### config.mk
export PLATFORM = sky130hd
export DESIGN_NAME = gha_resq
export DESIGN_NICKNAME = d
export VERILOG_FILES = /design/src/design/gha_pkg.sv /design/src/design/gha_resq.sv
export SDC_FILE = /design/constraint.sdc
export NUM_CORES = 1
export LEC_CHECK = 0
export BUFFER_PORTS_ARGS = -buffer_cell sky130_fd_sc_hd__clkbuf_2
export CORE_ASPECT_RATIO = 1.5
export CORE_UTILIZATION = 51
export CTS_BUF_LIST = sky130_fd_sc_hd__clkbuf_16
export DETAILED_ROUTE_END_ITERATION = 8
export PLACE_DENSITY_LB_ADDON = 0.1
export RECOVER_POWER = 50
export SLEW_MARGIN = 0
export SYNTH_ARGS = -nofsm -noshare
export SYNTH_HDL_FRONTEND = slang
export SYNTH_SLANG_ARGS = --single-unit
### constraint.sdc
create_clock -name clk -period 2.6 [get_ports clk]
set_input_delay 0.26 -clock clk [delete_from_list [all_inputs] [get_ports clk]]
set_output_delay 0.26 -clock clk [all_outputs]
set_load 0.03 [all_outputs]
### src/design/gha_pkg.sv
// Shared types and codes for the generational handle allocator.
// No dependencies; imported by every design file.
package gha_pkg;

    // Operation codes
    localparam logic [2:0] OP_RESERVE     = 3'd0;
    localparam logic [2:0] OP_ASSIGN      = 3'd1;
    localparam logic [2:0] OP_MARK_DEAD   = 3'd2;
    localparam logic [2:0] OP_FREE        = 3'd3;
    localparam logic [2:0] OP_LOOK_ACTIVE = 3'd4;
    localparam logic [2:0] OP_LOOK_REMOVE = 3'd5;
    localparam logic [2:0] OP_RESET_ALL   = 3'd6;
    localparam logic [2:0] OP_UNUSED      = 3'd7;

    // Slot states
    localparam logic [1:0] SS_FREE     = 2'd0;
    localparam logic [1:0] SS_RESERVED = 2'd1;
    localparam logic [1:0] SS_IN_USE   = 2'd2;
    localparam logic [1:0] SS_DEAD     = 2'd3;

    // Result codes
    localparam logic [2:0] RC_OK            = 3'd0;
    localparam logic [2:0] RC_NO_MATCH      = 3'd1;
    localparam logic [2:0] RC_NO_FREE       = 3'd2;
    localparam logic [2:0] RC_IN_USE        = 3'd3;
    localparam logic [2:0] RC_NOT_PERMITTED = 3'd4;

    // Classified request passed from front to back
    typedef struct packed {
        logic        fixed;     // answer known up front, no table access
        logic [2:0]  fix_code;
        logic [2:0]  op;
        logic        cat;
        logic [8:0]  index;
        logic [15:0] gen;
    } gha_cmd_t;

    // One result item
    typedef struct packed {
        logic [2:0]  code;
        logic [8:0]  index;
        logic [15:0] gen;
        logic [1:0]  state;
    } gha_res_t;

endpackage

### src/design/gha_resq.sv
// Two-entry result queue facing the consumer.
// Depends on gha_pkg.
module gha_resq (
    input  logic              clk,
    input  logic              rst_n,
    input  logic              res_push,
    input  gha_pkg::gha_res_t res,
    output logic              res_space,
    output logic              empty,
    input  logic              pop,
    output gha_pkg::gha_res_t head
);
    import gha_pkg::*;

    gha_res_t   q_reg [2];
    logic       wr_ptr_reg, rd_ptr_reg;
    logic [1:0] count_reg;
    logic       deq;

    assign empty     = (count_reg == 2'd0);
    assign res_space = (count_reg != 2'd2);
    assign deq       = pop && !empty;
    assign head      = q_reg[rd_ptr_reg];

    always_ff @(posedge clk)
    begin
        if (res_push)
            q_reg[wr_ptr_reg] <= res;
    end

    always_ff @(posedge clk or negedge rst_n)
    begin
        if (!rst_n)
        begin
            wr_ptr_reg <= 1'b0;
            rd_ptr_reg <= 1'b0;
            count_reg  <= 2'd0;
        end
        else
        begin
            if (res_push)
                wr_ptr_reg <= !wr_ptr_reg;
            if (deq)
                rd_ptr_reg <= !rd_ptr_reg;
            count_reg <= count_reg + 2'(res_push) - 2'(deq);
        end
    end
endmodule

# Word level (Yosys, flattened, before mapping)
# Memories as Yosys holds them, arrays and structs flattened.
# Cells that the tools add are included.
[word_totals]
register_bits = 4
latch_bits = 0
ramBits = 60
rom_bits = 0
inputBits = 34
out_inout_bits = 32
wordCells = 14
n_memories = 1
[mem_list]
columns = ["memory", "words", "width", "rd", "rd_clocked_by_memory_dff", "wr", "line_no", "text"]
rows = [
  ["q_reg", 2, 30, 1, 0, 1, "gha_resq.sv:15", "gha_res_t q_reg [2];"],
]
[op_classes]
n_addsub = 2
n_mul = 0
n_div = 0
n_lt_le_gt_ge = 0
n_eq_ne = 1
shifts = 0
muxes = 2
bitwise_logic = 0
reduce_logical = 5
[op_table]
columns = ["operator", "n"]
rows = [
  ["1-bit logical NOT", 3],
  ["2-bit by 1-bit adder with 2-bit output", 1],
  ["2-bit logical NOT", 1],
  ["1-bit 2-to-1 mux", 2],
  ["2-bit != test (second input constant)", 1],
  ["2-bit by 1-bit subtractor with 2-bit output", 1],
  ["1-bit logical AND", 1],
]

# Depth between registers and ports, before layout
[depth]
depth_word = 4
depth_mapped = 6
depth_no_buf = 6

# Worst setup path after synthesis
# Ideal clock, no wire load.
[synth_path]
path_type = "reg2reg"
from = "register wr_ptr_reg"
to = "memory q_reg[0][0] (netlist bit) (enable)"
setup_time_ns = 0.421
arrival_ns = 1.754
required_time_ns = 2.179
setup_slack_ns = 0.426
stages_incl_launch_ff = 2
n_path_buf = 0
synth_period_minus_slack_ns = 2.174
cell_sequence = "dfrtp_1 -> nor2b_1"
[synth_lines]
columns = ["element", "line_no", "text"]
rows = [
  ["start, declared", "gha_resq.sv:16", "logic wr_ptr_reg, rd_ptr_reg;"],
  ["start signal, assigned", "gha_resq.sv:42", "wr_ptr_reg <= !wr_ptr_reg;"],
  ["end, declared", "gha_resq.sv:15", ""],
]
# Straight into the memory's write port.

==> results.ini <==
[run_status]
status=complete, but fails checks
violations=DRC

[timing]
rsz0062_at_grt=false
fmax_ghz=0.543
relSlewSlack_pct=29.6
maxSlewViolCount=0
setup_viol_count_final=0
timing.final.ws_setup_ns=0.757
min_period_ns=1.84
finalHoldViolCount=0
worst_pin_slew_ns=1.05
fin_worst_skew_ns=0.00615
finalSetupTns_ns=0
fin_crit_sh_pct=70.9

[global_route]
track_usage_pct=17.3
grt_max_degree=32
gr-usage-met1_pct=15.5
grt_pass1_wl_mm=5.80
gr-usage-met3_pct=6.86
grt-ovfl-total=0
use_met2_pct=30.5
top_usage_layer=met2
antenna_found_initial=0
grt_pass1_vias=1291

[finish]
n_antenna_cell=0
fin_nets=223
largest_reg_flops=60
drive_gt1_share_pct=48.4
area_growth_pct=27.9
regArea_mm2=0.00190
nFillCells=350
multi_input_area_um2=425

[synthesis]
synth_fp_nets=146
synth_area_per_cell_um2=21.5
ys_seq_area_share_pct=80.3
syn_area_mm2=0.00237
synth_area_leaders=edfxtp_1 (76%), mux2_2 (14%), dfrtp_1 (4.2%)
synth.distinct_cells=13
synth_cells=110
synth_top_area_share_pct=76.1
yosys_register_bits=64
yosysTopAreaCell=edfxtp_1
synth_warnings=0

[floorplan]
initial_core_util_pct=52.6
dieHeight_um=85.5
die_area_mm2=0.00493
placementRows=30
top_level_ports=66
dieWidth_um=57.6
core_area_mm2=0.00450

[clock_network]
root_buffer=clkbuf_16
h-tree-depth=3
cts_setup_buffers=0
ctsResizeCount=0
clockBufferDepth=2
cts_tree=done
cts_sinks=64
clock_latency_ns=0.32
hold_buffers=1
clk_pin_slew_ns=0.05
numCtsBuffers=9

[power]
max-vdd-ir-drop_uv=825
total_leakage_power_uw=0.00116
powerDensity_mw_per_mm2=1260

[critical_path]
worstPathMaxFanout=31
worstSetupStartpointType=flip-flop
critPathSlowestCell=mux2_2
cp-end-kind=output pin
worstPathRequired_ns=2.34
crit_chain=buf_4 > mux2_2 > clkbuf_2
slowest_delay_ns=0.39
critPathArrivalTime_ns=1.58
r2r_slack_ns=0.81
critPathKind=flip-flop to output pin

[placed_design]
place_worst_setup_slack_ns=1.08
place_congestion=0.662
dp_hpwl_mm=2.56
io_buffers=65

[route]
ant_nets=0
drt_wl_total_mm=3.82
num_vias=1228
vias_per_cell=5.16
drc=2
wl_per_cell_um=16.1
drt_pass1_iterations=8
dr.first_iter.drc_count=50

[job]
drv_cap=0

[min_path]
min_path_type=input pin to flip-flop

-- metrics by stage --
step | utilization [%] | cells | hold WS (ns) | total power [µW] | area [µm²]
final | 67.3 | 238 | 0.130 | 3810 | 3030
after global routing | 67.3 | 238 | 0.120 | 3970 | 3030
after CTS | 67.9 | 238 | 0.123 | 3860 | 3060
after detailed placement | 61.5 | 223 | 0.0729 | 2740 | 2770
after global placement | 61.5 | 223 | 0.0712 | 2710 | 2770
after floorplan | - | 110 | -0.0356 | 2420 | 2370
-- cell families (layout without fill, tap and decap cells) --
group / Yosys count / after routing / share of synthesized area (%)
AO/OA/AOI/OAI: 1 / 1 / 0.317
XOR/XNOR: 4 / 4 / 1.48
adder cells (fa/ha/maj): 2 / 2 / 1.06
buffers and inverters: 5 / 85 / 1.74
flip-flops: 64 / 64 / 80.3
multiplexers: 30 / 30 / 14.3
AND/OR/NAND/NOR: 4 / 4 / 0.845
-- routing by layer --
metal | vias up | part of all wire (%) | wire (µm)
li1 | 579 | - | -
met1 | 600 | 36 | 1370
met2 | 42 | 56 | 2150
met3 | 7 | 5.7 | 217
met4 | 0 | 2.3 | 87
met5 | - | 0 | 0
-- Yosys cell counts --
library cell / instances
edfxtp_1: 60
mux2_2: 30
dfrtp_1: 4
buf_6: 3
ha_1: 2
inv_1: 2
xnor2_1: 2
xor2_1: 2
and2_1: 1
nand2_1: 1
nor2_1: 1
nor2b_1: 1
o21a_1: 1
-- power breakdown --
part	internal, µW	switching [µW]
Combinational	451	814
Sequential	1380	59.9
Clock	722	382
-- critical path, delay by kind of cell (launching register included) --
| kind | cells | cell delay, ns |
|---|---|---|
| buffers and inverters | 2 | 0.54 |
| DFF | 1 | 0.31 |
| muxes | 1 | 0.39 |
-- placed cells by master (no fill, tap or decap), drive strengths merged --
cell / count
and2: 1
buf: 3
bufinv: 1
clkbuf: 74
clkinv: 2
clkinvlp: 1
dfrtp: 4
dlygate4sd3: 1
edfxtp: 60
ha: 2
inv: 3
mux2: 30
nand2: 1
nor2: 1
nor2b: 1
o21a: 1
xnor2: 2
xor2: 2
-- area by class of cell --
| class | instances | share of cell area (%) |
|---|---|---|
| Clock buffer | 9 | 7.43 |
| Multi-Input combinational cell | 41 | 14.0 |
| Tap cell | 48 | 1.98 |
| Sequential cell | 64 | 62.8 |
| Timing Repair Buffer | 69 | 11.8 |
| Clock inverter | 5 | 1.69 |
| Inverter | 2 | 0.248 |
-- final timing paths --
| kind | from | end | cells past startpoint |
|---|---|---|---|
| max | rd_ptr_reg | head[10] | 3 |
| min | res[13] | q_reg[1][13] | 1 |
| max reg2reg | wr_ptr_reg | q_reg[0][3] | 2 |
| min reg2reg | wr_ptr_reg | wr_ptr_reg | 1 |
| max in group asynchronous | rst_n | count_reg[1] | 2 |
| min in group asynchronous | rst_n | rd_ptr_reg | 2 |
Power figures use the tool's default switching activity.
