[config.mk]
export PLATFORM = sky130hd
export DESIGN_NAME = gha_front
export DESIGN_NICKNAME = d
export VERILOG_FILES = /design/src/design/gha_pkg.sv /design/src/design/gha_front.sv
export SDC_FILE = /design/constraint.sdc
export NUM_CORES = 1
export LEC_CHECK = 0
export BUFFER_PORTS_ARGS = -buffer_cell sky130_fd_sc_hd__buf_2
export CORE_MARGIN = 4
export CORE_UTILIZATION = 50
export DETAILED_ROUTE_END_ITERATION = 6
export HOLD_SLACK_MARGIN = 0.05
export PLACE_DENSITY_LB_ADDON = 0.2
export SYNTH_ARGS = -nofsm -noshare
export SYNTH_HDL_FRONTEND = slang
export SYNTH_SLANG_ARGS = --single-unit
export TNS_END_PERCENT = 30
[constraint.sdc]
create_clock -name clk -period 4.1 [get_ports clk]
set_clock_uncertainty 0.05 [all_clocks]
set_input_delay 0.615 -clock clk [delete_from_list [all_inputs] [get_ports clk]]
set_output_delay 0.615 -clock clk [all_outputs]
set_load 0.03 [all_outputs]
[src/design/gha_pkg.sv]
// Shared types and codes for the generational handle allocator.
// No dependencies; imported by every design file.
package gha_pkg;

    // Operation codes
    localparam logic [2:0] OP_RESERVE     = 3'd0;
    localparam logic [2:0] OP_ASSIGN      = 3'd1;
    localparam logic [2:0] OP_MARK_DEAD   = 3'd2;
    localparam logic [2:0] OP_FREE        = 3'd3;
    localparam logic [2:0] OP_LOOK_ACTIVE = 3'd4;
    localparam logic [2:0] OP_LOOK_REMOVE = 3'd5;
    localparam logic [2:0] OP_RESET_ALL   = 3'd6;
    localparam logic [2:0] OP_UNUSED      = 3'd7;

    // Slot states
    localparam logic [1:0] SS_FREE     = 2'd0;
    localparam logic [1:0] SS_RESERVED = 2'd1;
    localparam logic [1:0] SS_IN_USE   = 2'd2;
    localparam logic [1:0] SS_DEAD     = 2'd3;

    // Result codes
    localparam logic [2:0] RC_OK            = 3'd0;
    localparam logic [2:0] RC_NO_MATCH      = 3'd1;
    localparam logic [2:0] RC_NO_FREE       = 3'd2;
    localparam logic [2:0] RC_IN_USE        = 3'd3;
    localparam logic [2:0] RC_NOT_PERMITTED = 3'd4;

    // Classified request passed from front to back
    typedef struct packed {
        logic        fixed;     // answer known up front, no table access
        logic [2:0]  fix_code;
        logic [2:0]  op;
        logic        cat;
        logic [8:0]  index;
        logic [15:0] gen;
    } gha_cmd_t;

    // One result item
    typedef struct packed {
        logic [2:0]  code;
        logic [8:0]  index;
        logic [15:0] gen;
        logic [1:0]  state;
    } gha_res_t;

endpackage

[src/design/gha_front.sv]
// Front end: holds the server mode register, classifies requests and queues them.
// Depends on gha_pkg.
module gha_front #(
    parameter int BLOCK_SLOTS = 256
) (
    input  logic              clk,
    input  logic              rst_n,
    input  logic              push,
    output logic              full,
    input  logic [2:0]        operation,
    input  logic              category,
    input  logic [8:0]        slot_index,
    input  logic [15:0]       generation_in,
    input  logic              cfg_valid,
    output logic              cfg_ready,
    input  logic              server_mode,
    input  logic              clearing,
    output logic              cmd_valid,
    output gha_pkg::gha_cmd_t cmd,
    input  logic              cmd_pop
);
    import gha_pkg::*;

    localparam int TABLE_SLOTS = 2 * BLOCK_SLOTS;

    logic       server_mode_reg;
    gha_cmd_t   q_reg [2];
    logic       wr_ptr_reg, rd_ptr_reg;
    logic [1:0] count_reg;
    gha_cmd_t   cls;
    logic       accept;

    // configuration register
    assign cfg_ready = 1'b1;
    always_ff @(posedge clk or negedge rst_n)
    begin
        if (!rst_n)
            server_mode_reg <= 1'b1;
        else if (cfg_valid)
            server_mode_reg <= server_mode;
    end

    // classify the incoming request
    always_comb
    begin
        cls.fixed    = 1'b0;
        cls.fix_code = RC_OK;
        cls.op       = operation;
        cls.cat      = category;
        cls.index    = slot_index;
        cls.gen      = generation_in;
        if (operation == OP_RESERVE)
        begin
            if (!category && !server_mode_reg)
            begin
                cls.fixed    = 1'b1;
                cls.fix_code = RC_NOT_PERMITTED;
                cls.index    = '0;
            end
        end
        else if (operation == OP_RESET_ALL)
        begin
            cls.fixed = 1'b0;
        end
        else if (operation == OP_UNUSED)
        begin
            cls.fixed    = 1'b1;
            cls.fix_code = RC_NOT_PERMITTED;
            cls.index    = '0;
        end
        else if (32'(slot_index) >= 32'(TABLE_SLOTS))
        begin
            cls.fixed    = 1'b1;
            cls.fix_code = RC_NO_MATCH;
        end
    end

    // two-entry request queue
    assign full      = (count_reg == 2'd2) || clearing;
    assign accept    = push && !full;
    assign cmd_valid = (count_reg != 2'd0);
    assign cmd       = q_reg[rd_ptr_reg];

    always_ff @(posedge clk)
    begin
        if (accept)
            q_reg[wr_ptr_reg] <= cls;
    end

    always_ff @(posedge clk or negedge rst_n)
    begin
        if (!rst_n)
        begin
            wr_ptr_reg <= 1'b0;
            rd_ptr_reg <= 1'b0;
            count_reg  <= 2'd0;
        end
        else
        begin
            if (accept)
                wr_ptr_reg <= !wr_ptr_reg;
            if (cmd_pop)
                rd_ptr_reg <= !rd_ptr_reg;
            count_reg <= count_reg + 2'(accept) - 2'(cmd_pop);
        end
    end
endmodule

# Word-level counts from Yosys, hierarchy flattened
# Memories as Yosys holds them, arrays and structs flattened.
# Cells that the tools add are included.
[op_classes] n_reduce_logical=10 addsub=2 n_eq_ne=3 mux=11
[op_table] operator="$mux 9" n=4
[op_table] operator="$mux 4" n=3
[op_table] operator="$eq 3x3->1 const B" n=2
[op_table] operator="$logic_not 1->1" n=5
[op_table] operator="$logic_not 3->1" n=1
[op_table] operator="$mux 1" n=3
[op_table] operator="$mux 3" n=1
[op_table] operator="$add 2x1->2" n=1
[op_table] operator="$eq 2x2->1 const B" n=1
[op_table] operator="$logic_and 1x1->1" n=2
[op_table] operator="$reduce_bool 2->1" n=1
[op_table] operator="$sub 2x1->2" n=1
[op_table] operator="$logic_or 1x1->1" n=1
[word_totals] register_bits=5 inputBits=36 n_memories=1 out_inout_bits=36 ram_bits=66 wordCells=31
[mem_list] memory="q_reg" depth=2 width=33 rd=1 rd_clocked_by_memory_dff=0 wr=1 line="gha_front.sv:27" rtl="gha_cmd_t q_reg [2];"

# Depth between registers and ports, before layout
# Gate-level depths: netlist (run 1).
[logic_depth] ltp_word=6 depth_mapped=7 mapped_depth_nobuf=7

# Worst setup path before layout (run 1)
# No wires, ideal clock.
[synth_path] kind="input -> register" start="input clearing" end="memory q_reg[0][0] (netlist bit), enable pin" setup_slack_ns=1.498 n_path_buf=0 required_ns=3.633 t_arrival_ns=2.135 stages=2 setup_time_ns=0.417 path_cell_list="nand3b_1 -> nor2_1"
[synth_via] elab_chain_cells=5
[synth_rtl] item="start: declaration" line="gha_front.sv:17" rtl="input logic clearing,"
[synth_rtl] item="$logic_or 1x1->1" line="gha_front.sv:79" rtl="assign full = (count_reg == 2'd2) || clearing;"
[synth_rtl] item="$logic_not 1->1" line="gha_front.sv:80" rtl="assign accept = push && !full;"
[synth_rtl] item="$logic_and 1x1->1" line="gha_front.sv:80"
[synth_rtl] item="$mux 1" line="gha_front.sv:86" rtl="if (accept)"
[synth_rtl] item="$mux 1 (not written as such)" line="gha_front.sv:87" rtl="q_reg[wr_ptr_reg] <= cls;"
[synth_rtl] item="end: declaration" line="gha_front.sv:27"
# No other way between the ends.

==> results of run 1 <==
-- cells in the mapped netlist --
cell type / count / area (um2)
edfxtp_1: 60 / 1800
mux2_2: 31 / 349
and2_1: 9 / 56.3
buf_4: 4 / 30.0
dfrtp_1: 4 / 100
buf_6: 3 / 33.8
inv_1: 3 / 11.3
nor2_1: 3 / 11.3
xnor2_1: 3 / 26.3
conb_1: 2 / 7.51
ha_1: 2 / 25.0
nand2b_1: 2 / 12.5
a21oi_4: 1 / 16.3
and3_4: 1 / 11.3
dfstp_2: 1 / 26.3
nand3b_1: 1 / 7.51
nor3_2: 1 / 10.0
or2_2: 1 / 6.26
xor2_1: 1 / 8.76
-- placed cells by master, fill, tap and decap left out, types with 2 or more instances in the layout --
master	count
and2_1	9
buf_2	68
buf_4	3
bufinv_16	3
clkbuf_8	9
clkinv_1	3
conb_1	3
dfrtp_1	4
edfxtp_1	60
ha_1	2
inv_1	3
mux2_2	31
nand2b_1	2
nor2_2	2
xnor2_1	3
-- metal layers --
| layer | vias to the layer above | share of wire | global-route usage |
|---|---|---|---|
| met3 | 5 | 0.074 | 0.0564 |
| met5 | - | 0 | 0 |
| met1 | 649 | 0.37 | 0.151 |
| met4 | 0 | 0.014 | 0.0825 |
| met2 | 40 | 0.54 | 0.238 |
| li1 | 644 | - | - |
-- how the worst max path moves through the flow --
stage          cells after the start     endpoint  startpoint
4_1_cts                            3       cmd[0]  rd_ptr_reg
2_1_floorplan                      2  q_reg[0][0]    clearing
3_3_place_gp                       3      cmd[32]  rd_ptr_reg
6_report                           3       cmd[7]  rd_ptr_reg
3_5_place_dp                       3       cmd[0]  rd_ptr_reg
5_1_grt                            3      cmd[31]  rd_ptr_reg
-- power by group --
part / total, mW / switching [mW] / leakage [nW] / internal, mW
combinational: 0.700 / 0.444 / 0.509 / 0.256
clock: 0.625 / 0.228 / 0.112 / 0.398
sequential: 0.869 / 0.0359 / 0.607 / 0.833
total: 2.19 / 0.707 / 1.23 / 1.49
-- cell type report --
class                   instances  area, um2
multi-input cells              59        557
inverters                       3       11.3
clock buffers                   9        124
clock inverters                 7        109
repair buffers                 72        373
flip-flops and latches         65       1930
well taps                      67       83.8
fillers                       379       1630
-- logic make-up after synthesis --
family                     share of synthesized area
adders and majority gates                    0.00981
and+or+nand+nor                               0.0451
xor gates and xnor gates                      0.0137
AOI/OAI and AO/OA                            0.00638
buffers and inverters                         0.0294
DFF                                            0.756
muxes                                          0.137
other                                        0.00294
-- what timing repair did --
action | in CTS | in global routing
endpoints found under the hold margin | 4 | 0
setup endpoints to repair | 0 | 0
hold buffers | 1 | 0
resized for setup | 0 | 0
-- per-stage QoR --
step / setup WS (ns) / instance area (um2) / utilization / power [mW] / instances
2_1_floorplan: 1.50 / 2550 / - / 1.43 / 134
3_3_place_gp: 2.06 / 2940 / 0.611 / 1.58 / 265
3_5_place_dp: 2.03 / 2940 / 0.611 / 1.60 / 265
4_1_cts: 1.66 / 3190 / 0.661 / 2.23 / 282
5_1_grt: 1.61 / 3190 / 0.661 / 2.30 / 282
6_report: 1.71 / 3190 / 0.661 / 2.19 / 282
==> results.md, run 1 <==
* Synth unique cells at 19
* Largest net degree at the start of global routing at 31
* CP bufs+invs at 2
* Routability congestion estimate at 0.640
* Total core area at 4820 um2
* Final period util at 0.584
* Total CTS buffers at 9
* Final ANT Viol Nets at 0
* Clock Latency Late Sink at 0.32 ns
* Final WL at 4170 um
* Vias per cell at 4.74
* Synth Register Bits at 65
* Syn Inst Count at 133
* CTS tree: built
* Global-route wire length before repair at 6500 um
* Fmax at 418 MHz
* Critical Path Start Type: register
* Vias in the first global route at 1,442
* Hold Path Origin: generation_in[11]
* Crit end category: output port
* Worst Hold Path EP: q_reg[1][11]
* Initial antenna violation count at 0
* Critical R2R Launch: count_reg[0]
* Hold_ws at 0.423 ns
* YS warnings at 0
* Share of cells above drive strength 1 at 0.567
* Clock Tree Root: clkbuf_8
* Starting Density at 0.530
* H-tree levels at 3
* Post-layout min period at 2.39 ns
* Static leakage at 1.23 nW
* CTS sink cnt at 65
* Status: complete, no violations
* Peak supply drop at 0.000366 V
* Final #Nets at 248
* Setup Buffers After CTS at 0
* Area of the die at 6310 um2
* Arr. time, crit path at 1.73 ns
* GRT Overall Usage at 0.142
* Grt ovf at 0
* Top fanout value on the critical path at 27
* DRC at 0
* Die Width at 79.4 um
* IO Pins at 72
* Total number of vias at 1,338
* RR Endpoint: count_reg[1]
* Pins over their slew limit at 0
* Row cnt at 25
* Initial DRT Pass Iterations at 4
* DP Wirelength at 2770 um
* Worst hold path type: in2reg
* WP data required at 3.43 ns
* Cell Area, Synth at 2550 um2
* FF-to-FF path depth at 7
* Setup TNS at 0 ns
* Endpoints failing hold at 0
* Diode count at 0
* Top Family by Delay on Critical Path: buffers and inverters
* RSZ-0062 raised after global routing: no
* Critical path cell sequence: buf_4 -> mux2_2 -> buf_2
* Sequential fraction of the synthesis area at 0.756
* Average cell area after synthesis at 19.2 um2
* Slowest CP cell: dfrtp_1
* Number of I/O port buffers at 68
* Die H at 79.4 um
* Max-Cap Viols at 0
* Clock Pin Slew Worst Setup and Hold Paths at 0.07 ns
* Max reg flops at 60
* P&R area growth vs syn at 24.9%
* PD cells at 689 nW/um2
* Worst hold path stage count at 1
* Routed length per placed instance at 14.8 um
* Clock Tree Buf Depth at 2
* Crit path kind: reg2out
* Final setup vio count at 0
* R2R Setup Slk at 2.42 ns
* Largest stage delay, worst path at 0.44 ns
* 1st-iter DRT viols at 54
No activity file was read; power rests on OpenSTA's default activity.
==> run 2: changes to the inputs <==
--- a/config.mk
+++ b/config.mk
@@ -7,7 +7,7 @@
 export LEC_CHECK = 0
 export BUFFER_PORTS_ARGS = -buffer_cell sky130_fd_sc_hd__buf_2
 export CORE_MARGIN = 4
-export CORE_UTILIZATION = 50
+export CORE_UTILIZATION = 46
 export DETAILED_ROUTE_END_ITERATION = 6
 export HOLD_SLACK_MARGIN = 0.05
 export PLACE_DENSITY_LB_ADDON = 0.2
==> constraint.sdc (replaced) <==
create_clock -name clk -period 2.2 [get_ports clk]
set_clock_uncertainty 0.05 [all_clocks]
set_input_delay 0.33 -clock clk [delete_from_list [all_inputs] [get_ports clk]]
set_output_delay 0.33 -clock clk [all_outputs]
set_load 0.03 [all_outputs]
==> results.md, run 2 (synthesis results as in run 1) <==
* Status: complete, no violations
* Layout Cells excl Fill at 284 (+0.71%)
* Vias per cell at 4.72 (-0.56%)
* P&R area growth vs syn at 23.7%
* Routability congestion estimate at 0.655 (+2.4%)
* Endpoints failing hold at 0 (unchanged)
* Final WL at 4410 um (+5.8%)
* Clock Tree Root: clkbuf_8
* PD cells at 1200 nW/um2 (+74%)
* Final setup vio count at 0 (unchanged)
* H-tree levels at 3 (unchanged)
* Final #Nets at 248 (unchanged)
* Final ANT Viol Nets at 0 (unchanged)
* RSZ-0062 raised after global routing: no
* CTS tree: built
* Clock Tree Buf Depth at 2 (unchanged)
* Clock Pin Slew Worst Setup and Hold Paths at 0.07 ns (about the same)
* Crit path kind: reg2out
* Initial antenna violation count at 0 (unchanged)
* Worst hold path type: in2reg
* Crit end category: output port
* Total CTS buffers at 9 (unchanged)
* Vias in the first global route at 1,486 (+3.1%)
* Hold_ws at 0.150 ns (-0.273 ns)
* WP data required at 1.82 ns (-1.61 ns)
* 1st-iter DRT viols at 67 (+24%)
* Number of I/O port buffers at 68 (unchanged)
* DP Wirelength at 2930 um (+5.6%)
* Area of the die at 6800 um2 (+7.8%)
* Row cnt at 26 (+4.0%)
* IO Pins at 72 (unchanged)
* Met2 usage at 0.257 (+0.0193)
* Die Width at 82.5 um (+3.8%)
* Global-route wire length before repair at 6820 um (+5.0%)
* Largest net degree at the start of global routing at 31 (unchanged)
* Setup TNS at 0 ns (unchanged)
* Most common cell after layout, fill and taps aside: buf_2
* Arr. time, crit path at 1.50 ns (-0.23 ns)
* Critical Path Start Type: register
* Static leakage at 1.20 nW (-1.9%)
* Top fanout value on the critical path at 30 (+11%)
* Total core area at 5240 um2 (+8.7%)
* DRC at 0 (unchanged)
* Share of cells above drive strength 1 at 0.565 (-0.00202)
* CTS sink cnt at 65 (unchanged)
* Post-layout min period at 1.88 ns
* Met1 usage at 0.151 (+0.000176)
* DP Cell Count at 268 (+1.1%)
* Fmax at 533 MHz
* Met3 GRT Util at 0.0347 (-0.0217)
* GRT Overall Usage at 0.141 (-0.00153)
* GR peak layer: met2
* Routed length per placed instance at 15.5 um (+5.1%)
* Total number of vias at 1,340 (+0.15%)
* Grt ovf at 0 (unchanged)
* Tot Pwr at 3.79 mW (+73%)
* Starting Density at 0.487 (-0.0425)
* Die H at 82.5 um (+3.8%)
* Max reg flops at 60 (unchanged)
* Max-Cap Viols at 0 (unchanged)
* Pins over their slew limit at 0 (unchanged)
* Most frequent cells in the layout: 68 x buf_2, 60 x edfxtp_1, 31 x mux2_2
* Post-route core utilization at 0.603 (-0.0586)
* Final period util at 0.853
* Initial DRT Pass Iterations at 4 (unchanged)
* Clock Latency Late Sink at 0.31 ns (about the same)
* Diode count at 0 (unchanged)
* Peak supply drop at 0.000587 V (+60%)
run 2: area by class of cell:
type	instances	area [um2]
timing repair buffer	72	410
tap	70	87.6
clock inverter	4	21.3
fill	409	2080
sequential	65	1930
multi-input combinational	59	567
inverter	3	11.3
clock buffer	11	131
run 2: worst paths after layout:
| path | endpoint | cells past startpoint | slack [ns] | start |
|---|---|---|---|---|
| min | q_reg[1][9] | 1 | 0.15 | generation_in[9] |
| max reg2reg | count_reg[1] | 7 | 0.39 | count_reg[1] |
| min in group asynchronous | wr_ptr_reg | 2 | 0.31 | rst_n |
| max in group asynchronous | server_mode_reg | 2 | 1.58 | rst_n |
| min reg2reg | count_reg[0] | 1 | 0.47 | count_reg[0] |
| max | cmd[4] | 3 | 0.32 | rd_ptr_reg |
run 2: layer usage:
metal / routed length, um / share of wire
met5: 0 / 0
met4: 28 / 0.0063
met3: 279 / 0.063
met2: 2400 / 0.54
met1: 1700 / 0.39
run 2: per-stage QoR:
stage                     cell area (um2)  setup WS [ns]
after floorplan                      2550         -0.186
after global placement               2990          0.487
after detailed placement             2990          0.392
after CTS                            3160          0.290
after global routing                 3160          0.219
final                                3160          0.323
run 2: worst max-delay path, cell delays in order (launching register included):
cell and delay [ns]:
dfrtp_1 0.40, buf_12 0.23, mux2_2 0.37, buf_2 0.18
run 2: power by group:
group | switching, mW | internal, mW
logic | 0.857 | 0.521
registers | 0.0694 | 1.55
clock network | 0.392 | 0.395
total | 1.32 | 2.47
run 2: timing repair:
item	in CTS	in global routing
resized for setup	0	0
endpoints found under the hold margin	5	0
hold buffers	1	0
setup buffers	0	0
